[config.mk]
export PLATFORM = sky130hd
export DESIGN_NAME = srcuv_fifo
export DESIGN_NICKNAME = d
export VERILOG_FILES = /design/src/hw/rtl/srcuv_pkg.sv /design/src/hw/rtl/srcuv_fifo.sv
export SDC_FILE = /design/constraint.sdc
export NUM_CORES = 1
export LEC_CHECK = 0
export BUFFER_PORTS_ARGS = -buffer_cell sky130_fd_sc_hd__clkbuf_2
export CAP_MARGIN = 30
export CORE_ASPECT_RATIO = 1.2
export CORE_UTILIZATION = 50
export CTS_BUF_LIST = sky130_fd_sc_hd__clkbuf_2 sky130_fd_sc_hd__clkbuf_4 sky130_fd_sc_hd__clkbuf_8
export CTS_CLUSTER_SIZE = 30
export DETAILED_ROUTE_END_ITERATION = 10
export PLACE_DENSITY = 0.8
export SLEW_MARGIN = 15
export SYNTH_ARGS = -nofsm -noshare
export SYNTH_HDL_FRONTEND = slang
export SYNTH_SLANG_ARGS = --single-unit
[constraint.sdc]
create_clock -name clk -period 7.5 [get_ports clk]
set_clock_uncertainty 0.1 [all_clocks]
set_input_delay 0 -clock clk [delete_from_list [all_inputs] [get_ports clk]]
set_output_delay 0 -clock clk [all_outputs]
set_load 0.03 [all_outputs]
[src/hw/rtl/srcuv_pkg.sv]
// ---------------------------------------------------------------------------
// srcuv_pkg
// Shared constants, types and helper functions for the sprite clipper.
// ---------------------------------------------------------------------------
package srcuv_pkg;

    // Fixed-point formats.
    localparam int POS_FRAC   = 4;
    localparam int UV_FRAC    = 16;
    localparam int POS_W      = 21;
    localparam int FB_W       = 15;
    localparam int OPOS_W     = 19;
    localparam int UV_W       = 17;
    localparam int CALC_W     = POS_W + 2;
    localparam int PROD_W     = POS_W + UV_W;
    localparam int NUM_LANES  = 4;
    localparam int FIFO_DEPTH = 4;

    // Derived constants.
    localparam logic signed [CALC_W-1:0] HALF     = CALC_W'(1) <<< (POS_FRAC - 1);
    localparam logic signed [CALC_W-1:0] MAX_SIZE = CALC_W'(65536) <<< POS_FRAC;
    localparam logic [UV_W:0]            UV_ONE   = (UV_W + 1)'(1) << UV_FRAC;
    localparam logic [FB_W-1:0]          FB_WIDTH_RESET  = FB_W'(640);
    localparam logic [FB_W-1:0]          FB_HEIGHT_RESET = FB_W'(480);

    // Configuration register indexes.
    typedef enum logic [0:0] {
        REG_FB_WIDTH  = 1'b0,
        REG_FB_HEIGHT = 1'b1
    } reg_index_t;

    // Per-item data that rides along with the divisions.
    typedef struct packed {
        logic                    visible;
        logic [OPOS_W-1:0]       clip_x;
        logic [OPOS_W-1:0]       clip_y;
        logic [OPOS_W-1:0]       clip_w;
        logic [OPOS_W-1:0]       clip_h;
        logic [UV_W-1:0]         base_u;
        logic signed [UV_W:0]    base_v;
    } side_t;

    // Classified request as held in the queue.
    typedef struct packed {
        side_t                             side;
        logic [NUM_LANES-1:0][POS_W-1:0]   offs;
        logic [UV_W-1:0]                   span_u;
        logic [UV_W-1:0]                   span_v;
        logic [POS_W-1:0]                  size_w;
        logic [POS_W-1:0]                  size_h;
    } front_t;

    // Final result as registered at the output.
    typedef struct packed {
        logic              visible;
        logic [OPOS_W-1:0] clip_x;
        logic [OPOS_W-1:0] clip_y;
        logic [OPOS_W-1:0] clip_w;
        logic [OPOS_W-1:0] clip_h;
        logic [UV_W-1:0]   tex_u_start;
        logic [UV_W-1:0]   tex_u_end;
        logic [UV_W-1:0]   tex_v_start;
        logic [UV_W-1:0]   tex_v_end;
    } res_t;

    // Clamp a signed value into [0, hi].
    function automatic logic signed [CALC_W-1:0] clamp_pos(
        input logic signed [CALC_W-1:0] v,
        input logic signed [CALC_W-1:0] hi
    );
        logic signed [CALC_W-1:0] r;
        if (v < 0)
        begin
            r = '0;
        end
        else if (v > hi)
        begin
            r = hi;
        end
        else
        begin
            r = v;
        end
        return r;
    endfunction

    // Saturate a texture coordinate into the output field.
    function automatic logic [UV_W-1:0] sat_uv(input logic signed [UV_W+1:0] v);
        logic [UV_W-1:0] r;
        if (v < 0)
        begin
            r = '0;
        end
        else if (v[UV_W])
        begin
            r = '1;
        end
        else
        begin
            r = v[UV_W-1:0];
        end
        return r;
    endfunction

endpackage

[src/hw/rtl/srcuv_fifo.sv]
// ---------------------------------------------------------------------------
// srcuv_fifo
// Short queue of classified requests between the front and back ends.
// ---------------------------------------------------------------------------
module srcuv_fifo
#(
    parameter int DEPTH = srcuv_pkg::FIFO_DEPTH
)
(
    input  logic                clk,
    input  logic                rst_n,
    input  logic                push,
    input  srcuv_pkg::front_t   wdata,
    output logic                full,
    input  logic                pop,
    output logic                empty,
    output srcuv_pkg::front_t   rdata
);

    localparam int PTR_W = (DEPTH > 1) ? $clog2(DEPTH) : 1;
    localparam int CNT_W = $clog2(DEPTH + 1);

    srcuv_pkg::front_t mem [DEPTH];
    logic [PTR_W-1:0]  wr_ptr_reg, rd_ptr_reg;
    logic [CNT_W-1:0]  count_reg;

    assign full  = (count_reg == CNT_W'(DEPTH));
    assign empty = (count_reg == '0);
    assign rdata = mem[rd_ptr_reg];

    // Storage is written at the tail.
    always_ff @(posedge clk)
    begin
        if (push)
        begin
            mem[wr_ptr_reg] <= wdata;
        end
    end

    // Pointers and fill count.
    always_ff @(posedge clk or negedge rst_n)
    begin
        if (!rst_n)
        begin
            wr_ptr_reg <= '0;
            rd_ptr_reg <= '0;
            count_reg  <= '0;
        end
        else
        begin
            if (push)
            begin
                wr_ptr_reg <= (wr_ptr_reg == PTR_W'(DEPTH - 1)) ? '0 : wr_ptr_reg + 1'b1;
            end
            if (pop)
            begin
                rd_ptr_reg <= (rd_ptr_reg == PTR_W'(DEPTH - 1)) ? '0 : rd_ptr_reg + 1'b1;
            end
            if (push && !pop)
            begin
                count_reg <= count_reg + 1'b1;
            end
            else if (pop && !push)
            begin
                count_reg <= count_reg - 1'b1;
            end
        end
    end

endmodule

**After elaboration in Yosys (flattened, before gate mapping)**

Memory sizes are Yosys's and may differ from the RTL's.
Index checks and enable logic that the tools add are counted.

- Bits in writable memories: 1088
- Input port bits: 276
- Word-level logic and storage cells: 23
- Memories kept: 1
- Flip-flop bits (word level): 7
- Output and inout bits: 274

- Add/sub/neg operators: 4
- Equality and inequality tests: 3
- Multiplexer cells: 6
- Reductions and logical operators: 6

Memories:

| memory | depth | bits a word | rd ports | clocked after Yosys merged registers in | write ports | RTL line | source |
|---|---|---|---|---|---|---|---|
| mem | 4 | 272 | 1 | 0 | 1 | srcuv_fifo.sv:23 | `srcuv_pkg::front_t mem [DEPTH];` |

Operators with widths:

| cell | count |
|---|---|
| 3-bit two-way mux | 2 |
| 2-bit by 1-bit adder with 2-bit output (second input constant) | 2 |
| 2-bit equality test (second input constant) | 2 |
| 2-bit two-way mux | 2 |
| 3-bit by 1-bit adder with 3-bit output (second input constant) | 1 |
| 3-bit equality test (second input constant) | 1 |
| 3-bit zero test | 1 |
| 3-bit by 1-bit subtractor with 3-bit output (second input constant) | 1 |
| 1-bit logical AND | 2 |
| 1-bit zero test | 2 |
| 1-bit two-way mux | 2 |
| 2-bit nonzero test | 1 |

**Longest topological paths before layout**

- Word-level depth: 4
- Mapped depth: 7
- Gate-level depth less buffers: 7

**Worst setup path after synthesis**

OpenSTA, ideal clock, no wires.

- Path type: reg2reg
- From: register wr_ptr_reg[0]
- To: memory mem[2][0] (netlist name) (enable)
- Clock period less this slack: 7.551 ns
- Arrival time: 6.784 ns
- Data required time: 6.733 ns
- Cell stages (with the launch flop): 4
- Library setup time: 0.667 ns
- Slack: -0.051 ns
- Path buffers: 0
- Path through: dfrtp_1 -> inv_1 -> ha_1 -> and2_1

RTL lines:

| item | RTL line | source |
|---|---|---|
| start, declared | srcuv_fifo.sv:24 | `logic [PTR_W-1:0] wr_ptr_reg, rd_ptr_reg;` |
| start signal, assigned | srcuv_fifo.sv:53 | `wr_ptr_reg <= (wr_ptr_reg == PTR_W'(DEPTH - 1)) ? '0 : wr_ptr_reg + 1'b1;` |
| end, declared | srcuv_fifo.sv:23 |  |

Straight into the memory's write port.

==> key figures <==
Worst hold path
  • Hold/Removal Path Class: input port to register

Worst setup path
  • WP data arrival: 3380 ps
  • CP Capture Type: output pin
  • Crit path largest cell delay: 810 ps
  • Largest delay share family, worst path: flip-flops
  • Critical path class: register to output pin
  • Crit-path slowest cell: dfrtp_4
  • Critical path peak fanout: 102
  • CP startpoint kind: register
  • WP data required: 7400 ps
  • Buf+Inv Stages, Crit Path: 2
  • CP cell instances: buf_12, mux4_2, clkbuf_2

Finish
  • # fillers: 4,755
  • Final Cell Area: 0.0522 sq mm
  • Multi-input logic area: 0.00636 sq mm
  • Largest register FFs: 1,088
  • Layout cell share with drive strength beyond 1: 0.393
  • Area delta synth->final: 30.8%
  • Reg area: 0.0329 sq mm
  • Nets: 2,957

Power and ir drop
  • Comb pwr share: 0.347
  • Pwr/cell area: 378 mW/mm^2
  • P_int: 12.7 mW
  • Clk pwr share: 0.238
  • P_leak: 18.3 nW
  • Switching part of the total power: 0.357
  • Sequential share of power: 0.414
  • Peak VDD IR: 0.000293 V
  • Sw power: 7.05 mW

Route
  • Pre-antenna DRT Iters: 5
  • Number of remaining DRC errors: 0
  • Detail Route Antenna Nets: 0
  • Initial DRC count: 1,647
  • Routed vias: 20,946
  • DRT Wirelength: 94,300 um
  • WL/cell: 24.5 um
  • Vias/cell: 5.44

Yosys
  • Mapped Cells: 1,458
  • Synth Warn #: 0
  • Post-synth net total: 1,741
  • Netlist Area Pre-Place: 0.0399 sq mm
  • Syn avg cell area: 27.4 sq um
  • Seq cells post-synth: 1,095
  • Distinct cells, synth: 20
  • Sequential element share of the synthesized area: 0.823

Floorplanning
  • I/O pin cnt: 550
  • Die H: 311 um
  • Rows: 113
  • Die Wd: 260 um
  • Initial core utilization: 0.505
  • Die area: 0.0809 sq mm
  • Core box area: 0.0790 sq mm

Timing
  • Fmax: 287 MHz
  • Final hold viol count: 0
  • Hold WS: 90.1 ps
  • Least-Margin Pin Slew: 1360 ps
  • Max-slew headroom: 0.0904
  • RSZ-0062 raised after global routing: no
  • Final TNS setup: 0 ps
  • Crit share post-route: 0.464
  • Min cycle time layout: 3480 ps
  • Worst Slack Setup Final: 4020 ps
  • Fin. max-slew vios: 0
  • Endpoints failing setup: 0

Flow run
  • Max_cap viols: 0

Global routing
  • Vias in the first global route: 23,119
  • Total track usage: 0.234
  • Initial antenna violation count: 11
  • Grt total ovfl: 0
  • First-pass GRT wire length: 139,000 um
  • Largest net degree at the start of global routing: 172

Clock tree
  • H-Tree Depth: 4
  • CTS tree: yes
  • CTS Buf Count: 161
  • Worst-Skew Late Latency: 820 ps
  • Clock transition at path regs: 70 ps
  • Post_cts resized: 0
  • Number of setup buffers added after CTS: 0
  • Clock tree root driver cell: clkbuf_8
  • Number of clock sinks: 1,095
  • Clock Path Buffers: 3
  • Hold Buf Count CTS: 549

Place
  • Count of input and output buffers: 549
  • Placed Instance Area: 0.0435 sq mm
  • Pre-CTS setup slack: 4630 ps
  • RD Place Congestion: 0.768
  • Detailed placer's ending HPWL: 47,200 um

Status
  • Status: complete, no violations
==> synthesized netlist by cell type <==
master | number | area share
edfxtp_1 | 1088 | 0.82
mux4_2 | 272 | 0.15
buf_2 | 27 | 0.0034
buf_12 | 22 | 0.011
buf_6 | 8 | 0.0023
dfrtp_1 | 7 | 0.0044
ha_1 | 6 | 0.0019
and2_1 | 4 | 0.00063
inv_1 | 4 | 0.00038
clkbuf_1 | 3 | 0.00028
mux2_2 | 3 | 0.00085
nor2_1 | 3 | 0.00028
nand2_1 | 2 | 0.00019
o21ai_0 | 2 | 0.00025
xor2_1 | 2 | 0.00044
buf_4 | 1 | 0.00019
fa_1 | 1 | 0.00050
nor3_1 | 1 | 0.00013
nor3b_1 | 1 | 0.00019
xnor2_1 | 1 | 0.00022
==> layout make-up <==
class	count	area share
clock buffers	220	0.0515
repair buffers	1114	0.163
diodes	10	0.000479
well taps	1035	0.0248
multi-input cells	298	0.122
clock inverters	71	0.00844
inverters	4	0.000288
flip-flops and latches	1095	0.629
==> final timing paths <==
| kind | depth (start not counted) | start | endpoint | slack (ps) |
|---|---|---|---|---|
| min in group asynchronous | 3 | rst_n | wr_ptr_reg[0]$_DFFE_PN0P_ | 160 |
| max in group asynchronous | 3 | rst_n | rd_ptr_reg[0]$_DFFE_PN0P_ | 6720 |
| max reg2reg | 3 | wr_ptr_reg[0]$_DFFE_PN0P_ | mem[3][70]$_DFFE_PP_ | 4410 |
| min | 3 | pop | rd_ptr_reg[1]$_DFFE_PN0P_ | 90 |
| min reg2reg | 1 | count_reg[2]$_DFFE_PN0P_ | count_reg[2]$_DFFE_PN0P_ | 400 |
| max | 3 | rd_ptr_reg[0]$_DFFE_PN0P_ | rdata[32] | 4020 |
==> kinds of logic (layout without fill, tap and decap cells) <==
logic type,after synthesis,in the layout,share of synthesized area
AOI/OAI and AO/OA,2,2,0.000251
and+or+nand+nor,11,11,0.00141
muxes,275,275,0.154
DFF,1095,1095,0.823
xor gates and xnor gates,3,3,0.000659
other,0,10,0
adders and majority gates,7,7,0.00238
buffers and inverters,65,1409,0.0175
==> stage by stage <==
| step | cells | power [mW] | utilization |
|---|---|---|---|
| 2_1_floorplan | 1458 | 13.3 | - |
| 3_3_place_gp | 2994 | 14.7 | 0.550 |
| 3_5_place_dp | 2995 | 14.8 | 0.550 |
| 4_1_cts | 3835 | 19.7 | 0.659 |
| 5_1_grt | 3844 | 20.5 | 0.660 |
| 6_report | 3847 | 19.8 | 0.660 |
==> metal layers <==
layer  GRT usage  up-vias  wire length, um
li1            -     8849                -
met1       0.259    10841            32500
met5           0        -               53
met4       0.120        8             4570
met3      0.0682      248             7220
met2       0.406     1000            50000
==> power groups by stage <==
stage,sequential [mW],clock (mW),combinational [mW]
floorplan,8.26,0,5.04
global placement,8.20,0,6.50
detailed placement,8.28,0,6.56
CTS,8.16,4.71,6.81
global route,8.26,5.05,7.15
finish,8.19,4.71,6.86
==> tightest hold or removal path, delay by kind of cell <==
kind / cells / cell delay, ps
muxes: 1 / 160
buffers and inverters: 2 / 790
==> placed cells by master, fill, tap and decap left out, types with 3 or more instances in the layout <==
cell,n
mux4_2,272
clkinv_2,17
buf_12,8
clkbuf_4,54
edfxtp_1,1088
ha_1,6
dfrtp_1,5
diode_2,10
buf_16,3
mux2_2,3
clkinv_1,37
nor2_1,3
inv_1,4
dlygate4sd3_1,549
clkbuf_2,549
buf_4,5
clkbuf_8,166
clkinvlp_4,4
inv_6,5
and2_4,4
No activity file was read; power rests on OpenSTA's default activity.
