<file path="config.mk">
export PLATFORM = sky130hd
export DESIGN_NAME = srcuv_front_flat
export DESIGN_NICKNAME = d
export VERILOG_FILES = /design/src/hw/rtl/srcuv_pkg.sv /design/src/hw/rtl/srcuv_if.sv /design/src/hw/rtl/srcuv_front.sv /design/src/flat_wrapper.sv
export SDC_FILE = /design/constraint.sdc
export NUM_CORES = 1
export LEC_CHECK = 0
export CORE_AREA = 2 2 174 176
export CTS_CLUSTER_SIZE = 24
export DETAILED_ROUTE_END_ITERATION = 10
export DIE_AREA = 0 0 176 178
export DONT_BUFFER_PORTS = 1
export GPL_TIMING_DRIVEN = 0
export PLACE_DENSITY = 0.72
export SLEW_MARGIN = 20
export SYNTH_ARGS = -nofsm -noshare
export SYNTH_HDL_FRONTEND = slang
export SYNTH_SLANG_ARGS = --single-unit
</file>
<file path="constraint.sdc">
create_clock -name clk -period 13.5 [get_ports clk]
set_input_delay 0.675 -clock clk [delete_from_list [all_inputs] [get_ports clk]]
set_output_delay 0.675 -clock clk [all_outputs]
set_load 0.005 [all_outputs]
</file>
<file path="src/hw/rtl/srcuv_pkg.sv">
// ---------------------------------------------------------------------------
// srcuv_pkg
// Shared constants, types and helper functions for the sprite clipper.
// ---------------------------------------------------------------------------
package srcuv_pkg;

    // Fixed-point formats.
    localparam int POS_FRAC   = 4;
    localparam int UV_FRAC    = 16;
    localparam int POS_W      = 21;
    localparam int FB_W       = 15;
    localparam int OPOS_W     = 19;
    localparam int UV_W       = 17;
    localparam int CALC_W     = POS_W + 2;
    localparam int PROD_W     = POS_W + UV_W;
    localparam int NUM_LANES  = 4;
    localparam int FIFO_DEPTH = 4;

    // Derived constants.
    localparam logic signed [CALC_W-1:0] HALF     = CALC_W'(1) <<< (POS_FRAC - 1);
    localparam logic signed [CALC_W-1:0] MAX_SIZE = CALC_W'(65536) <<< POS_FRAC;
    localparam logic [UV_W:0]            UV_ONE   = (UV_W + 1)'(1) << UV_FRAC;
    localparam logic [FB_W-1:0]          FB_WIDTH_RESET  = FB_W'(640);
    localparam logic [FB_W-1:0]          FB_HEIGHT_RESET = FB_W'(480);

    // Configuration register indexes.
    typedef enum logic [0:0] {
        REG_FB_WIDTH  = 1'b0,
        REG_FB_HEIGHT = 1'b1
    } reg_index_t;

    // Per-item data that rides along with the divisions.
    typedef struct packed {
        logic                    visible;
        logic [OPOS_W-1:0]       clip_x;
        logic [OPOS_W-1:0]       clip_y;
        logic [OPOS_W-1:0]       clip_w;
        logic [OPOS_W-1:0]       clip_h;
        logic [UV_W-1:0]         base_u;
        logic signed [UV_W:0]    base_v;
    } side_t;

    // Classified request as held in the queue.
    typedef struct packed {
        side_t                             side;
        logic [NUM_LANES-1:0][POS_W-1:0]   offs;
        logic [UV_W-1:0]                   span_u;
        logic [UV_W-1:0]                   span_v;
        logic [POS_W-1:0]                  size_w;
        logic [POS_W-1:0]                  size_h;
    } front_t;

    // Final result as registered at the output.
    typedef struct packed {
        logic              visible;
        logic [OPOS_W-1:0] clip_x;
        logic [OPOS_W-1:0] clip_y;
        logic [OPOS_W-1:0] clip_w;
        logic [OPOS_W-1:0] clip_h;
        logic [UV_W-1:0]   tex_u_start;
        logic [UV_W-1:0]   tex_u_end;
        logic [UV_W-1:0]   tex_v_start;
        logic [UV_W-1:0]   tex_v_end;
    } res_t;

    // Clamp a signed value into [0, hi].
    function automatic logic signed [CALC_W-1:0] clamp_pos(
        input logic signed [CALC_W-1:0] v,
        input logic signed [CALC_W-1:0] hi
    );
        logic signed [CALC_W-1:0] r;
        if (v < 0)
        begin
            r = '0;
        end
        else if (v > hi)
        begin
            r = hi;
        end
        else
        begin
            r = v;
        end
        return r;
    endfunction

    // Saturate a texture coordinate into the output field.
    function automatic logic [UV_W-1:0] sat_uv(input logic signed [UV_W+1:0] v);
        logic [UV_W-1:0] r;
        if (v < 0)
        begin
            r = '0;
        end
        else if (v[UV_W])
        begin
            r = '1;
        end
        else
        begin
            r = v[UV_W-1:0];
        end
        return r;
    endfunction

endpackage

</file>
<file path="src/hw/rtl/srcuv_if.sv">
// ---------------------------------------------------------------------------
// srcuv interfaces
// Valid/ready channels for sprite requests, results and register writes.
// ---------------------------------------------------------------------------
interface srcuv_in_if;
    logic                             valid;
    logic                             ready;
    logic signed [srcuv_pkg::POS_W-1:0] pos_x;
    logic signed [srcuv_pkg::POS_W-1:0] pos_y;
    logic [srcuv_pkg::POS_W-1:0]      size_w;
    logic [srcuv_pkg::POS_W-1:0]      size_h;
    logic [srcuv_pkg::UV_W-1:0]       u_low;
    logic [srcuv_pkg::UV_W-1:0]       u_high;
    logic [srcuv_pkg::UV_W-1:0]       v_low;
    logic [srcuv_pkg::UV_W-1:0]       v_high;

    modport source (output valid, pos_x, pos_y, size_w, size_h, u_low, u_high,
                    v_low, v_high, input ready);
    modport sink   (input valid, pos_x, pos_y, size_w, size_h, u_low, u_high,
                    v_low, v_high, output ready);
endinterface


interface srcuv_cfg_if;
    logic                        valid;
    logic                        ready;
    logic [0:0]                  index;
    logic [srcuv_pkg::FB_W-1:0]  data;

    modport source (output valid, index, data, input ready);
    modport sink   (input valid, index, data, output ready);
endinterface

</file>
<file path="src/hw/rtl/srcuv_front.sv">
// ---------------------------------------------------------------------------
// srcuv_front
// Holds the framebuffer size, clips each request and classifies it.
// ---------------------------------------------------------------------------
module srcuv_front
(
    input  logic                clk,
    input  logic                rst_n,
    srcuv_cfg_if.sink           cfg,
    srcuv_in_if.sink            sprite,
    input  logic                q_full,
    output logic                q_push,
    output srcuv_pkg::front_t   q_data
);

    localparam int CW = srcuv_pkg::CALC_W;
    localparam int PW = srcuv_pkg::POS_W;
    localparam int PF = srcuv_pkg::POS_FRAC;
    localparam int FW = srcuv_pkg::FB_W;
    localparam int UW = srcuv_pkg::UV_W;

    logic [FW-1:0] fb_width_reg;
    logic [FW-1:0] fb_height_reg;

    logic signed [CW-1:0] left, top, w, h, right, bottom, fbw, fbh;
    logic signed [CW-1:0] cl, ct, cr, cb, cw, ch;
    logic signed [CW-1:0] d0, d1, d2, d3;
    logic                 reject;

    // Register writes are always taken.
    assign cfg.ready = 1'b1;

    always_ff @(posedge clk or negedge rst_n)
    begin
        if (!rst_n)
        begin
            fb_width_reg  <= srcuv_pkg::FB_WIDTH_RESET;
            fb_height_reg <= srcuv_pkg::FB_HEIGHT_RESET;
        end
        else if (cfg.valid)
        begin
            unique case (cfg.index)
                srcuv_pkg::REG_FB_WIDTH:  fb_width_reg  <= cfg.data;
                srcuv_pkg::REG_FB_HEIGHT: fb_height_reg <= cfg.data;
                default:                  fb_width_reg  <= fb_width_reg;
            endcase
        end
    end

    // Extend everything into one signed working width.
    assign left = CW'(sprite.pos_x);
    assign top  = CW'(sprite.pos_y);
    assign w    = signed'({2'b00, sprite.size_w});
    assign h    = signed'({2'b00, sprite.size_h});
    assign fbw  = signed'({{(CW-FW-PF){1'b0}}, fb_width_reg, {PF{1'b0}}});
    assign fbh  = signed'({{(CW-FW-PF){1'b0}}, fb_height_reg, {PF{1'b0}}});

    // Edges, clamped edges and clipped extents.
    assign right  = left + w;
    assign bottom = top + h;
    assign cl = srcuv_pkg::clamp_pos(left, fbw);
    assign ct = srcuv_pkg::clamp_pos(top, fbh);
    assign cr = srcuv_pkg::clamp_pos(right, fbw);
    assign cb = srcuv_pkg::clamp_pos(bottom, fbh);
    assign cw = cr - cl;
    assign ch = cb - ct;

    // Distances from the unclipped edges.
    assign d0 = cl - left;
    assign d1 = cr - left;
    assign d2 = ct - top;
    assign d3 = cb - top;

    // Rejection covers empty framebuffer, bad size, empty span, fully outside
    // and thin clip.
    always_comb
    begin
        reject = (fb_width_reg == '0) || (fb_height_reg == '0)
              || (w < srcuv_pkg::HALF) || (h < srcuv_pkg::HALF)
              || (w > srcuv_pkg::MAX_SIZE) || (h > srcuv_pkg::MAX_SIZE)
              || (sprite.u_high <= sprite.u_low) || (sprite.v_high <= sprite.v_low)
              || (right <= 0) || (bottom <= 0) || (left >= fbw) || (top >= fbh)
              || (cw < srcuv_pkg::HALF) || (ch < srcuv_pkg::HALF);
    end

    // Build the queue entry.
    always_comb
    begin
        q_data.side.visible = !reject;
        q_data.side.clip_x  = cl[srcuv_pkg::OPOS_W-1:0];
        q_data.side.clip_y  = ct[srcuv_pkg::OPOS_W-1:0];
        q_data.side.clip_w  = cw[srcuv_pkg::OPOS_W-1:0];
        q_data.side.clip_h  = ch[srcuv_pkg::OPOS_W-1:0];
        q_data.side.base_u  = sprite.u_low;
        q_data.side.base_v  = signed'(srcuv_pkg::UV_ONE - {1'b0, sprite.v_high});
        q_data.offs[0]      = d0[PW-1:0];
        q_data.offs[1]      = d1[PW-1:0];
        q_data.offs[2]      = d2[PW-1:0];
        q_data.offs[3]      = d3[PW-1:0];
        q_data.span_u       = UW'(sprite.u_high - sprite.u_low);
        q_data.span_v       = UW'(sprite.v_high - sprite.v_low);
        q_data.size_w       = sprite.size_w;
        q_data.size_h       = sprite.size_h;
    end

    assign sprite.ready = !q_full;
    assign q_push       = sprite.valid && !q_full;

endmodule

</file>
<file path="src/flat_wrapper.sv">
// flat-port wrapper written by rule: the top's interface ports become plain ports
module srcuv_front_flat 
  (clk, rst_n, q_full, q_push, q_data, cfg_valid, cfg_index, cfg_data, cfg_ready, sprite_valid, sprite_pos_x, sprite_pos_y, sprite_size_w, sprite_size_h, sprite_u_low, sprite_u_high, sprite_v_low, sprite_v_high, sprite_ready);
  srcuv_cfg_if cfg_i ();
  srcuv_in_if sprite_i ();
  input  logic clk;
  input  logic rst_n;
  input  logic q_full;
  output logic q_push;
  output srcuv_pkg::front_t q_data;
  input wire logic [$bits(cfg_i.valid)-1:0] cfg_valid;
  input wire logic [$bits(cfg_i.index)-1:0] cfg_index;
  input wire logic [$bits(cfg_i.data)-1:0] cfg_data;
  output wire logic [$bits(cfg_i.ready)-1:0] cfg_ready;
  input wire logic [$bits(sprite_i.valid)-1:0] sprite_valid;
  input wire logic [$bits(sprite_i.pos_x)-1:0] sprite_pos_x;
  input wire logic [$bits(sprite_i.pos_y)-1:0] sprite_pos_y;
  input wire logic [$bits(sprite_i.size_w)-1:0] sprite_size_w;
  input wire logic [$bits(sprite_i.size_h)-1:0] sprite_size_h;
  input wire logic [$bits(sprite_i.u_low)-1:0] sprite_u_low;
  input wire logic [$bits(sprite_i.u_high)-1:0] sprite_u_high;
  input wire logic [$bits(sprite_i.v_low)-1:0] sprite_v_low;
  input wire logic [$bits(sprite_i.v_high)-1:0] sprite_v_high;
  output wire logic [$bits(sprite_i.ready)-1:0] sprite_ready;
  assign cfg_i.valid = cfg_valid;
  assign cfg_i.index = cfg_index;
  assign cfg_i.data = cfg_data;
  assign cfg_ready = cfg_i.ready;
  assign sprite_i.valid = sprite_valid;
  assign sprite_i.pos_x = sprite_pos_x;
  assign sprite_i.pos_y = sprite_pos_y;
  assign sprite_i.size_w = sprite_size_w;
  assign sprite_i.size_h = sprite_size_h;
  assign sprite_i.u_low = sprite_u_low;
  assign sprite_i.u_high = sprite_u_high;
  assign sprite_i.v_low = sprite_v_low;
  assign sprite_i.v_high = sprite_v_high;
  assign sprite_ready = sprite_i.ready;
  srcuv_front u_core (.clk(clk), .rst_n(rst_n), .cfg(cfg_i), .sprite(sprite_i), .q_full(q_full), .q_push(q_push), .q_data(q_data));
endmodule
</file>
After elaboration in Yosys (flattened, before gate mapping)
Index checks and enable logic that the tools add are counted.
{"block": "totals", "regBits": 30, "latch_bits": 0, "mem_bits_rw": 0, "mem_bits_ro": 0, "input_bits": 173, "elab_cells": 62, "mem_count": 0}
{"block": "op_classes", "n_addsub": 11, "multipliers": 0, "div_mod_pow": 0, "order_cmp": 20, "n_eq_ne": 0, "shifts": 0, "mux": 8, "bitwise": 1, "reduce_logical": 20}
{"operator": "23-bit two-way mux", "count": 8}
{"operator": "21-bit subtractor", "count": 4}
{"operator": "21-bit by 22-bit adder with 23-bit output", "count": 2}
{"operator": "23-bit by 20-bit greater-than comparator with 1-bit output", "count": 2}
{"operator": "23-bit by 1-bit less-or-equal comparator with 1-bit output, second input constant", "count": 2}
{"operator": "23-bit by 1-bit less-than comparator with 1-bit output, second input constant", "count": 2}
{"operator": "23-bit by 5-bit less-than comparator with 1-bit output, second input constant", "count": 2}
{"operator": "23-bit subtractor", "count": 2}
{"operator": "21-bit by 20-bit greater-or-equal comparator with 1-bit output", "count": 2}
{"operator": "21-bit by 20-bit greater-than comparator with 1-bit output", "count": 2}
{"operator": "21-bit greater-than comparator, second input constant", "count": 2}
{"operator": "21-bit by 1-bit less-than comparator with 1-bit output, second input constant", "count": 2}
{"operator": "21-bit by 4-bit less-than comparator with 1-bit output, second input constant", "count": 2}
{"operator": "17-bit less-or-equal comparator", "count": 2}
{"operator": "17-bit subtractor", "count": 2}
{"operator": "15-bit zero test", "count": 2}
{"operator": "17-bit by 17-bit subtractor with 18-bit output, first input constant", "count": 1}
{"operator": "1-bit logical OR", "count": 13}
{"operator": "2-bit AND reduction", "count": 2}
{"operator": "1-bit zero test", "count": 2}
{"operator": "1-bit logical AND", "count": 1}
{"operator": "1-bit NOT", "count": 1}

Longest topological paths before layout
Gate-level depths: netlist (run 1).
{"block": "logic_depth", "word_depth": 15, "depth_mapped": 42, "mapped_depth_nobuf": 41}

Worst setup path after synthesis (run 1)
No wires, ideal clock.
{"block": "synth_timing", "path_type": "input port to output port", "start": "input sprite_size_w[0]", "end": "output q_data[271] (netlist name)", "t_arrival_ps": 7704, "slack_ps": 5121, "cell_stages": 30, "path_buffers": 0, "cell_sequence": "ha_1 > fa_1 > a211oi_2 > o21ai_1 > a21oi_2 > o21ai_0 > a21o_1 > a21oi_1 > xor2_1 > inv_1 > ha_1 > a21o_1 > a21oi_1 > o221ai_1 > o22ai_1 > and2_1 > o21ai_0 > nor3_1 > xnor2_1 > ha_1 > a21o_1 > a21o_1 > a211o_1 > o22ai_2 > xor2_1 > or4_1 > or4b_1 > or4_1 > or4b_1 > o41a_1"}
{"item": "start: declaration", "line_no": "flat_wrapper.sv:18", "source": "input wire logic [$bits(sprite_i.size_w)-1:0] sprite_size_w;"}
{"item": "end: declaration", "line_no": "flat_wrapper.sv:10", "source": "output srcuv_pkg::front_t q_data;"}

==> results of run 1 <==
-- cell type report --
cell class	count	area [µm²]	area share, %
flip-flops and latches	30	758	5.26
multi-input cells	1582	11500	80.0
plain buffers	85	557	3.86
inverters	250	938	6.51
clock inverters	1	5.00	0.0347
clock buffers	7	143	0.989
well taps	390	488	3.38
-- routing by layer --
layer | track usage (%) | up-vias
met5 | 0 | -
met2 | 54.0 | 600
met1 | 36.1 | 6540
li1 | - | 6827
met4 | 10.5 | 0
met3 | 4.60 | 101
-- stage by stage --
stage / util [%] / setup slack, ns / area [µm²] / instances
5_1_grt: 49.0 / 2.92 / 14400 / 2345
3_5_place_dp: 48.5 / 3.80 / 14300 / 2337
4_1_cts: 49.0 / 3.77 / 14400 / 2345
3_3_place_gp: 48.5 / 3.81 / 14300 / 2337
6_report: 49.0 / 3.60 / 14400 / 2345
2_1_floorplan: - / 5.12 / 13800 / 1947
-- worst reg2reg max path, delay by kind of cell (launching register included) --
kind,cells,cell delay [ns]
AOI/OAI and AO/OA,1,0.17
buffers and inverters,1,0.10
DFF,1,0.57
-- cell usage after synthesis (6+ instances only) --
cell / n
sky130_fd_sc_hd__nand2_1: 107
sky130_fd_sc_hd__nand3_1: 49
sky130_fd_sc_hd__ha_1: 257
sky130_fd_sc_hd__buf_4: 61
sky130_fd_sc_hd__or2_2: 34
sky130_fd_sc_hd__xnor2_1: 117
sky130_fd_sc_hd__nand2b_1: 24
sky130_fd_sc_hd__xor2_1: 41
sky130_fd_sc_hd__dfrtp_1: 24
sky130_fd_sc_hd__fa_1: 8
sky130_fd_sc_hd__nor4_1: 42
sky130_fd_sc_hd__dfstp_2: 6
sky130_fd_sc_hd__mux2_2: 19
sky130_fd_sc_hd__o211ai_1: 6
sky130_fd_sc_hd__a31oi_1: 11
sky130_fd_sc_hd__nand4_1: 21
sky130_fd_sc_hd__or3_1: 13
sky130_fd_sc_hd__o21a_1: 28
sky130_fd_sc_hd__a211oi_1: 10
sky130_fd_sc_hd__and3_1: 15
sky130_fd_sc_hd__or4_1: 6
sky130_fd_sc_hd__o21ai_0: 124
sky130_fd_sc_hd__inv_1: 250
sky130_fd_sc_hd__nand3b_1: 6
sky130_fd_sc_hd__o41ai_1: 8
sky130_fd_sc_hd__a21o_1: 57
sky130_fd_sc_hd__mux2i_1: 27
sky130_fd_sc_hd__nor2_1: 182
sky130_fd_sc_hd__nor3_1: 42
sky130_fd_sc_hd__a21oi_1: 137
sky130_fd_sc_hd__clkbuf_1: 21
sky130_fd_sc_hd__nor2b_1: 28
sky130_fd_sc_hd__and2_1: 8
sky130_fd_sc_hd__a21boi_0: 32
sky130_fd_sc_hd__a221oi_1: 6
sky130_fd_sc_hd__o31ai_1: 9
sky130_fd_sc_hd__o21bai_1: 18
-- power groups by stage --
stage          clock (µW)  combinational (µW)  sequential [µW]
2_1_floorplan           0                 776              115
3_3_place_gp            0                 979              122
6_report              112                1020              122
4_1_cts               112                1000              122
5_1_grt               117                1120              124
3_5_place_dp            0                 997              123
-- kinds of logic (layout without fill, tap and decap cells) --
group	after synthesis	in the layout	share of synthesized area [%]
other	2	9	0.0546
adder cells (fa/ha/maj)	266	266	24.6
flip-flops	30	30	5.51
buffers and inverters	335	343	10.9
AND/OR/NAND/NOR	597	597	21.6
XOR/XNOR	158	158	10.1
multiplexers	46	46	3.52
AO/OA/AOI/OAI	506	506	23.8
-- worst paths after layout --
path	start	end	slack [ns]	depth (start not counted)
worst max-delay path	sprite_size_h[0]	q_data[271]	3.60	35
worst min register to register	u_core.fb_height_reg[14]	u_core.fb_height_reg[14]	0.55	1
min in group clk	cfg_data[7]	u_core.fb_width_reg[7]	0.51	2
worst max register to register	u_core.fb_width_reg[9]	u_core.fb_width_reg[9]	12.58	2
max in group asynchronous	rst_n	u_core.fb_height_reg[7]	13.22	0
worst min-delay path	rst_n	u_core.fb_height_reg[10]	0.09	0
==> flow_summary.json, run 1 <==
{
  "yosys.cell_types.count": 75,
  "diodes": 0,
  "die_area_um2": 31300,
  "static-leakage-power_uw": 0.00730,
  "grt_antenna_before_repair": 0,
  "detailedRoute.firstIterationViolations": 810,
  "critical-path-slowest-cell": "sky130_fd_sc_hd__clkbuf_1",
  "synth.largest_area_cell": "sky130_fd_sc_hd__ha_1",
  "intPower_uw": 581,
  "post-route-drc-count": 0,
  "worstMarginPinSlew_ns": 0.983,
  "highest_routed_metal_layer": "met4",
  "fmax_ghz": 0.101,
  "critical_path_peak_fanout": 10,
  "rsz0062_at_grt": "no",
  "grt_pass1_vias": 13300,
  "layout.nets": 2392,
  "syn-mean-instance-area_um2": 7.09,
  "clock_tree.root_cell": "sky130_fd_sc_hd__clkbuf_16",
  "crit_path_max_incr_delay_ns": 0.56,
  "wire_per_inst_um": 21.2,
  "postSynthRegisterBits": 30,
  "setup.worst_path.end_class": "primary output",
  "buffer_ports.inserted": 0,
  "power.clock.fraction_pct": 9.0,
  "timing.critical_path.required_ns": 12.82,
  "number_of_placed_i_o_pins": 448,
  "power.share.combinational_pct": 81.3,
  "timing.hold.worst.class": "in -> async",
  "setup.worst_path.start_class": "primary input",
  "synth_top_area_share_pct": 23.4,
  "cts_num_sinks": 30,
  "insertion_delay_ns": 0.27,
  "clk_slew_on_worst_s_h_paths_ns": 0.05,
  "synth_top_area_cells": "sky130_fd_sc_hd__ha_1 23%, sky130_fd_sc_hd__xnor2_1 7.4%, sky130_fd_sc_hd__inv_1 6.8%",
  "route.final.wire_length_um": 49600,
  "post_cts.resized_instances": 0,
  "tritoncts.num_buffers": 5,
  "die_boundary_width_um": 176,
  "pwr_density_cell_nw_per_um2": 86.7,
  "max_cap_violations": 0,
  "final_min_period_over_clock_period_pct": 73.4,
  "die_h_um": 178,
  "power.share.sequential_pct": 9.8,
  "dp_hpwl_um": 44100,
  "worst_ep_arrival_time_ns": 9.23,
  "fp.coreArea_um2": 29400,
  "critical-path-top-delay-family": "compound AO/OA/AOI/OAI gates",
  "synthCells": 1940,
  "synth_enable_flop_cells": 0,
  "grt_first_pass_wirelength_um": 73800,
  "routabilityCongestion": 0.997,
  "routed_via_density": 6.00,
  "num-fill-cells": 2894,
  "ir_worst_vdd_uv": 45.0,
  "most-common-layout-cells": "257 x sky130_fd_sc_hd__ha_1, 250 x sky130_fd_sc_hd__inv_1, 182 x sky130_fd_sc_hd__nor2_1, 137 x sky130_fd_sc_hd__a21oi_1, 124 x sky130_fd_sc_hd__o21ai_0",
  "hold_violations": 0,
  "cts-hold-fix-buffers": 0,
  "grt_start_max_net_pins": 31,
  "gr-usage-all-layers_pct": 30.0,
  "cts_tree": "done",
  "run_status": "completed",
  "criticalPathCategory": "in -> out",
  "cts_setup_buffers": 0,
  "number_of_vias_in_the_routed_layout": 14100,
  "placementRows": 63,
  "netSwitchingFraction_pct": 53.6,
  "layout_min_cycle_time_ns": 9.91,
  "grt_overflow_total": 0,
  "slew_headroom_pct": 34.0,
  "cp_common_cell": "sky130_fd_sc_hd__o21ai_0",
  "p_switching_uw": 670,
  "area_growth_syn_to_layout_pct": 4.81,
  "routed-wl-met2_um": 23600,
  "report.final.slew_viol_count": 0,
  "htreeDepth": 2,
  "clock_path_buffers": 2,
  "power_consumption_uw": 1250,
  "most_common_library_cell_in_the_layout_ignoring_fill_and_taps": "sky130_fd_sc_hd__ha_1",
  "layout-drive-gt1-share_pct": 7.72,
  "share_of_async_settable_or_async_resettable_flops_after_synthesis_pct": 100,
  "firstDrtPassIters": 5,
  "yosys_warnings": 0,
  "mappedNetlistArea_um2": 13800,
  "setup_tns_ns": 0,
  "wl_met1_um": 20400,
  "share_of_the_yosys_chip_area_belonging_to_registers_pct": 5.51,
  "initial_utilization_pct": 46.8,
  "clock_skew_ns": 0,
  "detailroute.wirelength.met3_um": 3800,
  "timing.final.setup_violations": 0,
  "synth_flop_cell": "sky130_fd_sc_hd__dfrtp_1",
  "final_antenna_net_count": 0,
  "worst_hold_slack_ns": 0.0941,
  "critical_path.n_buffers_inverters": 2
}
No activity file was read; power rests on OpenSTA's default activity.
==> run 2, diff against run 1 <==
--- a/config.mk
+++ b/config.mk
@@ -5,13 +5,14 @@
 export SDC_FILE = /design/constraint.sdc
 export NUM_CORES = 1
 export LEC_CHECK = 0
-export CORE_AREA = 2 2 174 176
+export ABC_AREA = 1
+export CORE_AREA = 2 2 176 178
 export CTS_CLUSTER_SIZE = 24
 export DETAILED_ROUTE_END_ITERATION = 10
-export DIE_AREA = 0 0 176 178
+export DIE_AREA = 0 0 178 180
 export DONT_BUFFER_PORTS = 1
 export GPL_TIMING_DRIVEN = 0
-export PLACE_DENSITY = 0.72
+export PLACE_DENSITY = 0.71
 export SLEW_MARGIN = 20
 export SYNTH_ARGS = -nofsm -noshare
 export SYNTH_HDL_FRONTEND = slang
==> constraint.sdc (replaced) <==
create_clock -name clk -period 9.79 [get_ports clk]
set_input_delay 0.4895 -clock clk [delete_from_list [all_inputs] [get_ports clk]]
set_output_delay 0.4895 -clock clk [all_outputs]
set_load 0.005 [all_outputs]
==> run 2 against run 1 <==
  * Cell count rose by 13%
  * Combinational power rose by 25%
  * First-iteration DRC count grew 16%
  * Clock power increased by 35%
  * Highest routed layer unchanged
  * Setup slack got worse by 1.3 ns
  * Non-clock buffer count down 2
  * Sequential power up 42%
  * Critical path depth up 1
  * Critical endpoint unchanged
  * Final area grew 2.2%
==> flow_summary.json, run 2 <==
{
  "layout_min_cycle_time_ns": 7.50,
  "layout.nets": 2691,
  "htreeDepth": 2,
  "buffer_ports.inserted": 0,
  "setup.worst_path.start_class": "primary input",
  "fmax_ghz": 0.133,
  "grt-busiest-layer": "met2",
  "detailedRoute.firstIterationViolations": 941,
  "grt_first_pass_wirelength_um": 76600,
  "timing.critical_path.required_ns": 9.30,
  "synth_top_area_share_pct": 22.9,
  "dp_hpwl_um": 44800,
  "clock_skew_ns": 0,
  "critical-path-top-delay-family": "compound AO/OA/AOI/OAI gates",
  "register_to_register_setup_slack_ns": 8.91,
  "fp.coreArea_um2": 30200,
  "rsz0062_at_grt": "no",
  "worst_hold_slack_ns": 0.0601,
  "grt_antenna_before_repair": 3,
  "met1_usage_pct": 34.3,
  "postSynthRegisterBits": 30,
  "timing.hold.worst.class": "in -> async",
  "insertion_delay_ns": 0.27,
  "hold_violations": 0,
  "critical_path_peak_fanout": 9,
  "timing.rr.start": "u_core.fb_width_reg[0]",
  "placementRows": 64,
  "synth_enable_flop_cells": 0,
  "clock_tree.root_cell": "sky130_fd_sc_hd__clkbuf_16",
  "cp_common_cell": "sky130_fd_sc_hd__o21ai_0",
  "critical_path.n_buffers_inverters": 2,
  "synthCells": 2238,
  "synthMostInstantiatedCell": "sky130_fd_sc_hd__nand2_1",
  "most-common-layout-cells": "462 x sky130_fd_sc_hd__nand2_1, 376 x sky130_fd_sc_hd__inv_1, 257 x sky130_fd_sc_hd__ha_1, 218 x sky130_fd_sc_hd__a21oi_1, 123 x sky130_fd_sc_hd__xor2_1",
  "share_of_the_yosys_chip_area_belonging_to_registers_pct": 5.39,
  "die_area_um2": 32000,
  "grt_start_max_net_pins": 25,
  "crit_path_max_incr_delay_ns": 0.41,
  "initial_utilization_pct": 46.6,
  "slew_headroom_pct": 56.7,
  "die_h_um": 180,
  "area_growth_syn_to_layout_pct": 4.90,
  "firstDrtPassIters": 6,
  "cts_tree": "done",
  "cts_num_sinks": 30,
  "startpoint": "sprite_size_h[0]",
  "number_of_placed_i_o_pins": 448,
  "most_instantiated_cells_after_synthesis": "462 x sky130_fd_sc_hd__nand2_1, 376 x sky130_fd_sc_hd__inv_1, 257 x sky130_fd_sc_hd__ha_1, 218 x sky130_fd_sc_hd__a21oi_1, 123 x sky130_fd_sc_hd__xor2_1",
  "worstMarginPinSlew_ns": 0.642,
  "num-fill-cells": 3182,
  "pwr_density_cell_nw_per_um2": 109,
  "share_of_async_settable_or_async_resettable_flops_after_synthesis_pct": 100,
  "worst_ep_arrival_time_ns": 7.01,
  "layout-drive-gt1-share_pct": 6.30,
  "grt_pass1_vias": 14300,
  "setup_tns_ns": 0,
  "synth_flop_cell": "sky130_fd_sc_hd__dfrtp_1",
  "yosys_warnings": 0,
  "report.final.slew_viol_count": 0,
  "most_common_library_cell_in_the_layout_ignoring_fill_and_taps": "sky130_fd_sc_hd__nand2_1",
  "cts_setup_buffers": 0,
  "max_cap_violations": 0,
  "critical-path-slowest-cell": "sky130_fd_sc_hd__fa_1",
  "yosys.cell_types.count": 63,
  "syn-mean-instance-area_um2": 6.28,
  "static-leakage-power_uw": 0.00821,
  "post-route-drc-count": 0,
  "grt_use_met3_pct": 6.90,
  "grt_overflow_total": 0,
  "mappedNetlistArea_um2": 14100,
  "number_of_vias_in_the_routed_layout": 14900,
  "clk_slew_on_worst_s_h_paths_ns": 0.05,
  "clock_path_buffers": 2,
  "routabilityCongestion": 0.972,
  "ir_worst_vdd_uv": 68.1,
  "die_boundary_width_um": 178,
  "globalRouteMet2Util_pct": 54.1,
  "routed_via_density": 5.62,
  "synth_top_area_cells": "sky130_fd_sc_hd__ha_1 23%, sky130_fd_sc_hd__nand2_1 12%, sky130_fd_sc_hd__inv_1 10%",
  "synth.largest_area_cell": "sky130_fd_sc_hd__ha_1",
  "timing.final.setup_violations": 0,
  "final_min_period_over_clock_period_pct": 76.6,
  "final_antenna_net_count": 0,
  "criticalPathCategory": "in -> out",
  "tritoncts.num_buffers": 5,
  "setup.worst_path.end_class": "primary output",
  "run_status": "completed",
  "route.final.wire_length_um": 50400,
  "gr-usage-all-layers_pct": 30.3,
  "wire_per_inst_um": 19.0
}
run 2: changes by cell type after synthesis, moves of 30 or more:
cell and delta:
sky130_fd_sc_hd__a21o_1 -47, sky130_fd_sc_hd__inv_1 +126, sky130_fd_sc_hd__xnor2_1 -65, sky130_fd_sc_hd__a21oi_1 +81
sky130_fd_sc_hd__nand3_1 +54, sky130_fd_sc_hd__xor2_1 +82, sky130_fd_sc_hd__nor2_1 -63, sky130_fd_sc_hd__a21boi_0 -30
sky130_fd_sc_hd__nand2_1 +355
run 2: repair_timing:
| action | in CTS | in global routing |
|---|---|---|
| hold buffers | 1 | 0 |
| hold endpoints to repair | 24 | 0 |
| gates resized for setup | 0 | 0 |
run 2: path summary, 6_finish.rpt:
kind,to,cells after the start
min in group clk,u_core.fb_width_reg[9],2
worst max register to register,u_core.fb_width_reg[0],2
max in group asynchronous,u_core.fb_width_reg[14],1
worst min-delay path,u_core.fb_height_reg[5],0
worst max-delay path,q_data[271],36
worst min register to register,u_core.fb_height_reg[7],2
run 2: cells by family after synthesis:
kind of cell             count (synthesis)  share of synthesized area (%)
other                                    2                         0.0534
XOR/XNOR                               176                           11.0
AO/OA/AOI/OAI                          466                           19.0
buffers and inverters                  465                           14.1
flip-flops                              30                           5.39
AND/OR/NAND/NOR                        834                           26.4
adder cells (fa/ha/maj)                265                           24.0
run 2: layout make-up:
class	count	area, µm²	area share (%)
buffer	82	538	3.65
inverter	383	1440	9.75
multi-input combinational	1750	11400	77.0
sequential	30	758	5.14
timing repair buffer	1	5.00	0.0339
clock inverter	1	5.00	0.0339
clock buffer	7	143	0.967
antenna	3	7.51	0.0509
tap	396	495	3.36
run 2: power breakdown:
| part | internal [µW] | switching [µW] | total, µW |
|---|---|---|---|
| combinational | 444 | 836 | 1280 |
| sequential | 142 | 30.4 | 173 |
| clock | 100 | 50.4 | 151 |
run 2: stage by stage:
stage               total power (µW)  instance area (µm²)  worst slack, ns  cells  util [%]
finish                          1600                14700             2.29   2653      48.8
global route                    1770                14700             1.56   2652      48.8
CTS                             1590                14700             2.37   2650      48.8
detailed placement              1430                14600             2.41   2641      48.3
global placement                1410                14600             2.43   2641      48.3
floorplan                       1130                14100             3.45   2245         -
run 2: metal layers:
| layer | routed length [µm] | vias up |
|---|---|---|
| met1 | 19700 | 6780 |
| li1 | - | 7451 |
| met3 | 4390 | 101 |
| met4 | 1920 | 0 |
| met2 | 24400 | 587 |
| met5 | 0 | - |
